[src/hw/rtl/mkdlp_pkg.sv]
// Package for the multi-key debouncer with long-press detection.
// Holds the key count, field widths, threshold reset value and the lane result type.
// Used by every module of the block; depends on nothing.
`timescale 1ns / 1ps

package mkdlp_pkg;

  localparam int NUM_KEYS    = 7;
  localparam int HISTORY_LEN = 3;
  localparam int FIELD_W     = 7;
  localparam int CNT_W       = 8;

  localparam logic [CNT_W-1:0] THRESHOLD_RESET = CNT_W'(50);

  typedef struct packed {
    logic press_event;
    logic held;
    logic long_press;
  } lane_out_t;

endpackage

[src/hw/rtl/mkdlp_lane.sv]
// One key lane: sample history, pressed and long flags, and hold counter.
// Produces this scan's event and flags for its key.
// Depends on mkdlp_pkg.
`timescale 1ns / 1ps

module mkdlp_lane
  import mkdlp_pkg::*;
(
  input  logic             clk,
  input  logic             rst_n,
  input  logic             advance,
  input  logic             level,
  input  logic [CNT_W-1:0] threshold,
  output lane_out_t        result
);

  logic [HISTORY_LEN-1:0] hist_r, hist_nxt;
  logic                   pressed_r, pressed_nxt;
  logic                   long_r, long_nxt;
  logic [CNT_W-1:0]       cnt_r, cnt_nxt;
  logic                   press_evt;

  always_comb begin
    hist_nxt    = {hist_r[HISTORY_LEN-2:0], level};
    pressed_nxt = pressed_r;
    long_nxt    = long_r;
    cnt_nxt     = cnt_r;
    press_evt   = 1'b0;
    if (hist_nxt == '0) begin
      if (!pressed_r) begin
        pressed_nxt = 1'b1;
        cnt_nxt     = '0;
        press_evt   = 1'b1;
      end else if (!long_r) begin
        if (cnt_r < threshold) begin
          cnt_nxt = cnt_r + CNT_W'(1);
        end else begin
          long_nxt = 1'b1;
          cnt_nxt  = '0;
        end
      end
    end else begin
      pressed_nxt = 1'b0;
      long_nxt    = 1'b0;
      cnt_nxt     = '0;
    end
  end

  assign result.press_event = press_evt;
  assign result.held        = pressed_nxt;
  assign result.long_press  = long_nxt;

  always_ff @(posedge clk) begin
    if (!rst_n) begin
      hist_r    <= '0;
      pressed_r <= 1'b0;
      long_r    <= 1'b0;
      cnt_r     <= '0;
    end else if (advance) begin
      hist_r    <= hist_nxt;
      pressed_r <= pressed_nxt;
      long_r    <= long_nxt;
      cnt_r     <= cnt_nxt;
    end
  end

endmodule

[src/hw/rtl/mkdlp_merge.sv]
// Merge stage: gathers the lane results into the three output fields and
// holds them in the output register with the result handshake.
// Depends on mkdlp_pkg.
`timescale 1ns / 1ps

module mkdlp_merge
  import mkdlp_pkg::*;
(
  input  logic               clk,
  input  logic               rst_n,
  input  logic               in_take,
  input  lane_out_t          lanes [NUM_KEYS],
  output logic               in_stall,
  output logic               out_valid,
  input  logic               out_stall,
  output logic [FIELD_W-1:0] out_press_event,
  output logic [FIELD_W-1:0] out_key_held,
  output logic [FIELD_W-1:0] out_long_press
);

  logic                valid_r, valid_nxt;
  logic [FIELD_W-1:0]  ev_r, held_r, long_r;
  logic [NUM_KEYS-1:0] ev_v, held_v, long_v;

  always_comb begin
    for (int i = 0; i < NUM_KEYS; i++) begin
      ev_v[i]   = lanes[i].press_event;
      held_v[i] = lanes[i].held;
      long_v[i] = lanes[i].long_press;
    end
  end

  assign in_stall  = valid_r && out_stall;
  assign valid_nxt = in_take || (valid_r && out_stall);

  always_ff @(posedge clk) begin
    if (!rst_n) begin
      valid_r <= 1'b0;
    end else begin
      valid_r <= valid_nxt;
    end
  end

  always_ff @(posedge clk) begin
    if (in_take) begin
      ev_r   <= FIELD_W'(ev_v);
      held_r <= FIELD_W'(held_v);
      long_r <= FIELD_W'(long_v);
    end
  end

  assign out_valid       = valid_r;
  assign out_press_event = ev_r;
  assign out_key_held    = held_r;
  assign out_long_press  = long_r;

  a_event_implies_held: assert property (@(posedge clk) disable iff (!rst_n)
    valid_r |-> ((ev_r & ~held_r) == '0))
    else $error("press event on a key that is not held");

  a_long_implies_held: assert property (@(posedge clk) disable iff (!rst_n)
    valid_r |-> ((long_r & ~held_r) == '0))
    else $error("long press on a key that is not held");

  a_event_not_long: assert property (@(posedge clk) disable iff (!rst_n)
    valid_r |-> ((ev_r & long_r) == '0))
    else $error("press event and long press on the same scan");

  a_take_fills: assert property (@(posedge clk) disable iff (!rst_n)
    in_take |=> valid_r)
    else $error("accepted transaction did not reach the output register");

endmodule

[src/hw/rtl/multi_key_debounce_long_press.sv]
// Top level of the multi-key debouncer with long-press detection.
// Holds the threshold register, the key lanes and the merge stage.
// Depends on mkdlp_pkg, mkdlp_lane and mkdlp_merge.
//
// Each input transaction is one scan tick carrying the raw active-low key
// levels on in_key_levels. Every accepted scan yields exactly one result
// transaction: press_event, key_held and long_press for all keys.
// The result is loaded into the output register at the edge that accepts
// the scan. Throughput is one scan per cycle while in_stall is low; one lane
// per key updates its history, flags and counter in the accepting cycle.
// in_stall rises only while a result waits in the output register and the
// receiver holds out_stall; a result taken in the same cycle frees the
// register for the next scan. The user must write the threshold (cfg_wr_en,
// cfg_wr_data) only while the block is idle; the block does not enforce it.
// After reset the threshold is 50, all sample histories are zero and all
// flags and counters are clear, so a key already low on the first scan is
// reported pressed at once.
`timescale 1ns / 1ps

module multi_key_debounce_long_press
  import mkdlp_pkg::*;
(
  input  logic               clk,
  input  logic               rst_n,
  input  logic               in_valid,
  output logic               in_stall,
  input  logic [FIELD_W-1:0] in_key_levels,
  output logic               out_valid,
  input  logic               out_stall,
  output logic [FIELD_W-1:0] out_press_event,
  output logic [FIELD_W-1:0] out_key_held,
  output logic [FIELD_W-1:0] out_long_press,
  input  logic               cfg_wr_en,
  input  logic [CNT_W-1:0]   cfg_wr_data
);

  logic [CNT_W-1:0]    thr_r;
  logic                take;
  logic [NUM_KEYS-1:0] lvl_v;
  lane_out_t           lanes [NUM_KEYS];

  always_ff @(posedge clk) begin
    if (!rst_n) begin
      thr_r <= THRESHOLD_RESET;
    end else if (cfg_wr_en) begin
      thr_r <= cfg_wr_data;
    end
  end

  assign take  = in_valid && !in_stall;
  assign lvl_v = NUM_KEYS'({{NUM_KEYS{1'b1}}, in_key_levels});

  for (genvar g = 0; g < NUM_KEYS; g++) begin : g_lane
    mkdlp_lane u_lane (
      .clk       (clk),
      .rst_n     (rst_n),
      .advance   (take),
      .level     (lvl_v[g]),
      .threshold (thr_r),
      .result    (lanes[g])
    );
  end

  mkdlp_merge u_merge (
    .clk             (clk),
    .rst_n           (rst_n),
    .in_take         (take),
    .lanes           (lanes),
    .in_stall        (in_stall),
    .out_valid       (out_valid),
    .out_stall       (out_stall),
    .out_press_event (out_press_event),
    .out_key_held    (out_key_held),
    .out_long_press  (out_long_press)
  );

endmodule
[config.mk]
export PLATFORM = sky130hd
export DESIGN_NAME = multi_key_debounce_long_press
export DESIGN_NICKNAME = d
export VERILOG_FILES = /design/src/hw/rtl/mkdlp_pkg.sv /design/src/hw/rtl/mkdlp_lane.sv /design/src/hw/rtl/mkdlp_merge.sv /design/src/hw/rtl/multi_key_debounce_long_press.sv
export SDC_FILE = /design/constraint.sdc
export NUM_CORES = 1
export LEC_CHECK = 0
export ABC_AREA = 1
export BUFFER_PORTS_ARGS = -buffer_cell sky130_fd_sc_hd__buf_4
export CORE_MARGIN = 2
export CORE_UTILIZATION = 55
export CTS_BUF_LIST = sky130_fd_sc_hd__clkbuf_16
export DETAILED_ROUTE_END_ITERATION = 10
export GPL_ROUTABILITY_DRIVEN = 0
export PLACE_DENSITY = 0.76
export SYNTH_ARGS = -nofsm -noshare
export SYNTH_HDL_FRONTEND = slang
export SYNTH_SLANG_ARGS = --single-unit
[constraint.sdc]
create_clock -name clk -period 1.99 [get_ports clk]
set_input_delay 0.0995 -clock clk [delete_from_list [all_inputs] [get_ports clk]]
set_output_delay 0.0995 -clock clk [all_outputs]
set_load 0.02 [all_outputs]
==> flow_summary.json, run 1 <==
{
  "start_kind": "primary input",
  "vias": 5285,
  "worst-setup-path-type": "in2reg",
  "drc": 0,
  "synth_top_family_by_area": "simple AND/OR/NAND/NOR gates",
  "grt_usage_pct": 22.5,
  "synth_cells": 822,
  "placed_cells": 1002,
  "cts-root-buf": "clkbuf_16",
  "clk_pin_slew_ps": 50,
  "placed_cell_area_um2": 6760,
  "layout-drive-gt1-share_pct": 12.3,
  "synthAdderAreaFrac_pct": 11.1,
  "htreeDepth": 4,
  "synthesis.area_um2": 6290,
  "initial_core_util_pct": 55.8,
  "clock_path_buffers": 2,
  "finalCritPeriodShare_pct": 93.4,
  "clock_latency_ps": 410,
  "ir_worst_vdd_mv": 0.713,
  "dieArea_um2": 12300,
  "setup_viol": 0,
  "io_pins": 43,
  "ys_seq_area_share_pct": 39.6,
  "crit_required_ps": 2280,
  "antenna_found_initial": 0,
  "cpMostUsedCell": "dlygate4sd3_1",
  "instances_no_fill": 1055,
  "ctsResizeCount": 0,
  "grt_pass1_vias": 4939,
  "dieHeight_um": 111,
  "path_cells": "dlygate4sd3_1 -> buf_4 -> a21oi_1 -> dlygate4sd3_1 -> o21ai_0 -> dlygate4sd3_1",
  "cp-end-kind": "flop",
  "skew_ps": 7.66,
  "max_freq_mhz": 538,
  "wirelength_um": 13300,
  "finalWorstSetupSlack_ps": 132,
  "drv_slew": 0,
  "post-dp-hpwl_um": 9180,
  "setup-tns-final_ps": 0,
  "maxCapViolCount": 0,
  "tightestPinTransition_ps": 665,
  "finalNetCount": 976,
  "wl_per_cell_um": 12.6,
  "port_buffers": 42,
  "synthMuxAreaShare_pct": 0.796,
  "leakage_uw": 0.00349,
  "synth_area_leader_cell": "dfxtp_1",
  "grt_max_degree": 42,
  "dr.pass1.iters": 5,
  "synth_xor_xnor_area_share_pct": 2.92,
  "drt-vias-per-instance": 5.01,
  "rsz0062_at_grt": "no",
  "dpl_worst_slack_ps": 275,
  "max_slew_margin_pct": 55.6,
  "yosysWarnings": 0,
  "cts_tree": "done",
  "cts_sinks": 114,
  "hp-class": "in2reg",
  "drt_iter0_drc": 304,
  "arrival_ps": 2150,
  "synth_nets": 898,
  "antenna_cells": 0,
  "power_density_nw_per_um2": 761,
  "fp-row-count": 39,
  "cts_buffers": 17,
  "synth_compound_area_share_pct": 9.13,
  "status": "finished clean",
  "cp_num_buf_inv": 4,
  "die_x_um": 111,
  "cp_slowest_stage_delay_ps": 580,
  "syn_area_per_cell_um2": 7.65,
  "area_growth_pct": 18.7,
  "cp_slowest_cell": "dlygate4sd3_1",
  "antenna_left": 0,
  "path_delay_family": "buffers and inverters",
  "hold_viol": 0,
  "synthSimpleGateAreaFrac_pct": 28.3,
  "crit_fanout": 1,
  "yosysTopAreaCellShare_pct": 29.6,
  "yosys-top-cells-area": "dfxtp_1 30%, ha_1 11%, nand2_1 10%",
  "grt_overflow": 0,
  "ys_ff_latch": 114,
  "core_area_um2": 11300,
  "min_period_ps": 1860,
  "yosysUniqueCellTypes": 35,
  "design_area_um2": 7470,
  "post_cts_buffers": 0,
  "grt_pass1_wl_um": 22500
}
cell usage after synthesis:
cell	instances
nand2_4	5
nand4_4	1
a31o_2	1
nand3_2	6
inv_1	102
xor2_1	16
buf_12	2
nand2_2	5
a21oi_1	52
nor2_1	126
nand3b_1	2
clkbuf_1	5
nor2_4	3
nor3_2	1
ha_1	56
or2_0	1
mux2i_1	5
o21bai_1	5
nand3_1	38
nor3_4	1
nand2_1	175
clkbuf_2	1
nand4_1	19
o21ai_0	43
buf_4	2
o21a_1	7
edfxtp_1	21
inv_2	8
nor2_8	1
nor3_1	3
nand4_2	1
dfxtp_1	93
xnor2_1	5
nor2_2	7
buf_2	3
where the power goes:
part | internal (uW) | total, uW | switching [uW]
clock | 1520 | 2520 | 995
combinational | 247 | 648 | 401
sequential | 2460 | 2520 | 56.8
metal layers:
metal	vias up	wire, um	track usage, %
met5	-	0	0
met4	0	274	8.75
met3	28	464	6.18
met2	84	6500	38.1
met1	2346	6060	27.3
li1	2827	-	-
sequential cells by signal (all words and copies together) (netlist names):
register	count
g_lane.u_lane.cnt_r	56
g_lane.u_lane.hist_r	14
g_lane.u_lane.long_r	7
g_lane.u_lane.pressed_r	7
thr_r	8
u_merge.out_key_held	7
u_merge.out_long_press	7
u_merge.out_press_event	7
u_merge.out_valid	1
path summary, 6_finish.rpt:
path                                                  from                    endpoint  slack [ps]  cells past startpoint
worst max-delay path                        cfg_wr_data[4]                    thr_r[4]         130                      6
worst min-delay path                              in_valid           u_merge.out_valid          40                      3
worst min register to register  g_lane[2].u_lane.hist_r[1]  g_lane[2].u_lane.hist_r[1]         480                      2
worst max register to register                    thr_r[3]   g_lane[3].u_lane.cnt_r[1]         200                      9
logic make-up (layout without fill, tap and decap cells):
logic type / Yosys count / count (layout)
fa+ha+maj: 56 / 56
xor+xnor: 21 / 21
simple gates: 395 / 395
flops: 114 / 114
mux: 5 / 5
compound gates: 108 / 108
buf+inv: 123 / 213
layout by cell type, fill, tap and decap left out, types with 2 or more instances in the layout:
cell / n
a21oi_1: 52
buf_4: 49
clkbuf_16: 17
clkinv_1: 7
clkinv_2: 5
dfxtp_1: 93
dlygate4sd3_1: 22
edfxtp_1: 21
ha_1: 56
inv_1: 104
inv_2: 8
mux2i_1: 5
nand2_1: 175
nand2_2: 5
nand2_4: 5
nand3_1: 38
nand3_2: 6
nand3b_1: 2
nand4_1: 19
nor2_1: 126
nor2_2: 7
nor2_4: 3
nor3_1: 3
o21a_1: 7
o21ai_0: 43
o21bai_1: 5
xnor2_1: 5
xor2_1: 16
through the flow:
stage	hold slack (ps)	total power, uW	util [%]
after global routing	58.9	5920	66.2
after CTS	35.6	5720	66.2
final	36.5	5680	66.2
after global placement	328	3160	60.0
after floorplan	215	2980	-
after detailed placement	335	3170	60.0
what timing repair did:
item,4_1_cts,5_1_grt
endpoints found under the hold margin,16,0
setup endpoints to repair,0,0
hold buffers,22,0
worst register-to-register path, delay by kind of cell (launching register included):
family                     cells  cell delay (ps)
DFF                            1              290
and+or+nand+nor                6              650
adders and majority gates      1              330
buffers and inverters          1              290
AOI/OAI and AO/OA              1              150
area by class of cell:
class	count	area (um^2)
fillers	939	3810
multi-input cells	585	3290
flip-flops and latches	114	2490
repair buffers	72	608
clock buffers	17	425
inverters	110	413
well taps	143	179
clock inverters	14	58.8
(Power assumes the default switching activity.)
==> run 2: changes to the inputs <==
- BUFFER_PORTS_ARGS: -buffer_cell sky130_fd_sc_hd__buf_4 -> -buffer_cell sky130_fd_sc_hd__buf_2
==> flow_summary.json, run 2 (synthesized netlist as in run 1, its figures left out) <==
{
  "rsz0062_at_grt": "no",
  "drc": 0,
  "grt_overflow": 0,
  "start_kind": "flop",
  "clock_latency_ps": 420,
  "max_freq_mhz": 557,
  "fp-row-count": 39,
  "finalNetCount": 967,
  "drt-vias-per-instance": 5.09,
  "port_buffers": 42,
  "dieArea_um2": 12300,
  "grt_max_degree": 42,
  "hp-class": "in2reg",
  "crit_fanout": 8,
  "layout_common_cells": "175 x nand2_1, 126 x nor2_1, 107 x inv_1",
  "cts_sinks": 114,
  "die_x_um": 111,
  "leakage_uw": 0.00344,
  "hold_slack_ps": 13.8,
  "htreeDepth": 4,
  "grt_usage_pct": 23.0,
  "setup_viol": 0,
  "maxCapViolCount": 0,
  "r2r_cells": 8,
  "min_period_ps": 1790,
  "cts_buffers": 17,
  "post_cts_buffers": 0,
  "drv_slew": 0,
  "cts_tree": "done",
  "arrival_ps": 2150,
  "worst-setup-path-type": "reg2reg",
  "status": "finished clean",
  "clk_pin_slew_ps": 50,
  "setup-tns-final_ps": 0,
  "top_regs": "g_lane.u_lane.cnt_r: 56 flops, g_lane.u_lane.hist_r: 14 flops, thr_r: 8 flops",
  "largest_register_ffs": 56,
  "placed_cell_area_um2": 6640,
  "cts-root-buf": "clkbuf_16",
  "drt_iter0_drc": 310,
  "initial_core_util_pct": 55.8,
  "max_slew_margin_pct": 58.7,
  "r2r-start": "thr_r[7]",
  "antenna_found_initial": 0,
  "hold_viol": 0,
  "vias": 5328,
  "dr.pass1.iters": 7,
  "skew_ps": 7.82,
  "tightestPinTransition_ps": 619,
  "power_density_nw_per_um2": 776,
  "ir_worst_vdd_mv": 0.723,
  "layout_commonest_cell": "nand2_1",
  "rr_endpoint": "g_lane[0].u_lane.cnt_r[2]",
  "hp-start": "cfg_wr_en",
  "core_area_um2": 11300,
  "io_pins": 43,
  "post-dp-hpwl_um": 9390,
  "clock_path_buffers": 2,
  "design_area_um2": 7280,
  "whs_endpoint": "thr_r[5]",
  "cp-end-kind": "flop",
  "r2r_slack_ps": 200,
  "largest_register": "g_lane.u_lane.cnt_r",
  "grt_pass1_wl_um": 22900,
  "wl_per_cell_um": 12.7,
  "hold_depth": 2,
  "power_uw": 5650,
  "dieHeight_um": 111,
  "finalCritPeriodShare_pct": 90.2,
  "wirelength_um": 13300,
  "crit_required_ps": 2340,
  "grt_pass1_vias": 5153,
  "layout-drive-gt1-share_pct": 12.4,
  "antenna_left": 0,
  "antenna_cells": 0,
  "area_growth_pct": 15.8
}
run 2: metrics by stage:
| step | setup WS (ps) | util, % | cells |
|---|---|---|---|
| detailed placement | 240 | 58.9 | 1000 |
| floorplan | 439 | - | 822 |
| global placement | 285 | 58.9 | 1000 |
| CTS | 203 | 64.6 | 1047 |
| finish | 195 | 64.6 | 1047 |
| global route | 55.1 | 64.6 | 1047 |
run 2: metal layers:
layer	GRT usage, %	vias up	share of wire [%]
li1	-	2798	-
met1	26.2	2398	44
met2	40.1	102	49
met3	6.45	30	4.2
met4	10.3	0	2.8
met5	0	-	0
run 2: worst max-delay path by stage:
stage | startpoint | to | slack [ps]
floorplan | u_merge.out_valid | u_merge.out_key_held[0] | 440
global placement | thr_r[7] | u_merge.out_long_press[0] | 280
detailed placement | thr_r[7] | g_lane[2].u_lane.cnt_r[4] | 240
CTS | thr_r[7] | g_lane[0].u_lane.cnt_r[2] | 200
global route | thr_r[7] | g_lane[2].u_lane.cnt_r[4] | 60
finish | thr_r[7] | g_lane[0].u_lane.cnt_r[2] | 200
run 2: area by class of cell:
class                      instances  area [um^2]
timing repair buffer              63          418
multi-input combinational        585         3290
inverter                         110          413
tap                              143          179
fill                             965         3990
sequential                       114         2490
clock inverter                    15         65.1
clock buffer                      17          425
run 2: where the power goes:
group / switching [uW] / internal, uW
logic: 394 / 205
clock network: 1010 / 1520
registers: 55.9 / 2460
run 2: timing repair:
item	4_1_cts	5_1_grt
hold endpoints to repair	14	0
resized for setup	0	0
hold buffers	15	0
run 2: worst max-delay path, cell delays in order, from the launching register on:
cell and delay (ps):
dfxtp_1 300, inv_1 300, ha_1 320, a21oi_1 150
o21a_1 170, nand3_1 90, nand2_1 90, nand2_1 160
nor2_1 140
==> run 3: changes to the inputs <==
- BUFFER_PORTS_ARGS: -buffer_cell sky130_fd_sc_hd__buf_2 -> unset
- DONT_BUFFER_PORTS: unset -> 1
- PLACE_DENSITY: 0.76 -> 0.75
- clock period: 1.99 -> 1.6 ns (I/O delays scaled with it)
==> flow_summary.json, run 3 (synthesized netlist as in run 1, its figures left out) <==
{
  "die_x_um": 111,
  "clk_pin_slew_ps": 50,
  "status": "complete, but fails checks",
  "dpl_worst_slack_ps": -85.2,
  "finalNetCount": 962,
  "htreeDepth": 4,
  "dr.pass1.iters": 5,
  "pwr-share-seq_pct": 41.2,
  "layout_common_cells": "146 x nand2_1, 94 x inv_1, 93 x nor2_1",
  "antenna_found_initial": 0,
  "clock_latency_ps": 430,
  "worst-setup-path-type": "reg2reg",
  "cp_slowest_stage_delay_ps": 330,
  "ir_worst_vdd_mv": 1.03,
  "layout-drive-gt1-share_pct": 27.6,
  "arrival_ps": 1970,
  "switchingPower_uw": 2080,
  "largest_register": "g_lane.u_lane.cnt_r",
  "antenna_left": 0,
  "cts-root-buf": "clkbuf_16",
  "fp-row-count": 39,
  "hp-class": "in2reg",
  "drt-vias-per-instance": 5.50,
  "combPwrFrac_pct": 11.8,
  "finalCritPeriodShare_pct": 100,
  "rsz0062_at_grt": "yes",
  "start_kind": "flop",
  "maxCapViolCount": 0,
  "violations": "setup timing",
  "hold_viol": 0,
  "power_density_nw_per_um2": 937,
  "max_freq_mhz": 623,
  "tightestPinTransition_ps": 701,
  "antenna_cells": 0,
  "grt_pass1_vias": 5387,
  "port_buffers": 0,
  "clock_path_buffers": 2,
  "max_slew_margin_pct": 53.2,
  "top_regs": "g_lane.u_lane.cnt_r: 56 flops, g_lane.u_lane.hist_r: 14 flops, thr_r: 8 flops",
  "path_cells": "inv_2 -> buf_8 -> ha_4 -> a21oi_2 -> o21a_1 -> nand3_2 -> nand2_2 -> nand2_4 -> nor2_1",
  "grt_pass1_wl_um": 24500,
  "sw_frac_of_total_pct": 26.8,
  "cp_num_buf_inv": 2,
  "crit_required_ps": 1970,
  "post-dp-hpwl_um": 10400,
  "design_area_um2": 8290,
  "cts_sinks": 114,
  "clkPwrFrac_pct": 47.1,
  "largest_register_ffs": 56,
  "area_growth_pct": 31.9,
  "grt_usage_pct": 24.9,
  "multi_input_area_um2": 4030,
  "cts_buffers": 17,
  "placed_cell_area_um2": 6690,
  "drv_slew": 0,
  "drc": 0,
  "finalWorstSetupSlack_ps": -4.92,
  "cp_slowest_cell": "dfxtp_2",
  "core_area_um2": 11300,
  "initial_core_util_pct": 55.8,
  "grt_max_degree": 42,
  "leakage_uw": 0.00351,
  "drt_iter0_drc": 386,
  "cp-end-kind": "flop",
  "ff_latch_area_um2": 2500,
  "dieArea_um2": 12300,
  "crit_fanout": 7,
  "hold_slack_ps": 43.9,
  "fill_cells": 723,
  "vias": 5729,
  "path_delay_family": "simple AND/OR/NAND/NOR gates",
  "min_period_ps": 1600,
  "setup_viol": 3,
  "cts_tree": "done",
  "dieHeight_um": 111,
  "layout_commonest_cell": "nand2_1",
  "setup-tns-final_ps": -10.5,
  "intPower_uw": 5680,
  "wirelength_um": 16700,
  "io_pins": 43,
  "wl_per_cell_um": 16.0,
  "skew_ps": 10.9,
  "grt_overflow": 0
}
-- run 3: final timing paths --
| path | from | to | slack, ps | cells after the start |
|---|---|---|---|---|
| max | thr_r[5] | g_lane[2].u_lane.cnt_r[1] | -5 | 9 |
| min | in_key_levels[3] | u_merge.out_press_event[3] | 40 | 3 |
| max reg2reg | thr_r[5] | g_lane[2].u_lane.cnt_r[1] | -5 | 9 |
| min reg2reg | g_lane[3].u_lane.hist_r[1] | g_lane[3].u_lane.hist_r[1] | 480 | 2 |
-- run 3: per-layer routing --
layer  GRT usage (%)  up-vias  share of wire, %
met2            43.0      179                50
met4            12.9        0               3.9
met3            6.45       55               5.6
li1                -     2794                 -
met1            28.4     2701                40
met5               0        -                 0
-- run 3: area by class of cell --
type / count / area share, %
multi-input combinational: 586 / 48.6
tap: 143 / 2.16
timing repair buffer: 57 / 7.11
inverter: 110 / 5.07
clock inverter: 15 / 1.74
clock buffer: 17 / 5.13
sequential: 114 / 30.2
-- run 3: worst reg2reg max path: stages, from the launching register on --
cell,delay [ps]
dfxtp_2,330
inv_2,50
buf_8,140
ha_4,240
a21oi_2,120
o21a_1,210
nand3_2,100
nand2_2,110
nand2_4,110
nor2_1,130
-- run 3: timing repair --
action	4_1_cts	5_1_grt
buffers inserted	1	4
hold buffers	20	0
cloned	0	1
pin swaps	16	34
gates resized for setup	26	137
hold endpoints to repair	91	0
endpoints found under the setup margin	44	62
-- run 3: through the flow --
| step | power [uW] | util [%] | std cells |
|---|---|---|---|
| after global placement | 3880 | 59.3 | 984 |
| final | 7770 | 73.6 | 1042 |
| after floorplan | 3700 | - | 822 |
| after CTS | 7620 | 67.3 | 1037 |
| after global routing | 8030 | 73.6 | 1042 |
| after detailed placement | 3910 | 59.3 | 984 |
-- run 3: power groups by stage --
stage	sequential, uW	clock [uW]	combinational, uW
floorplan	3220	0	479
global placement	3240	0	635
detailed placement	3250	0	664
CTS	3190	3680	753
global route	3210	3820	1000
finish	3200	3660	914
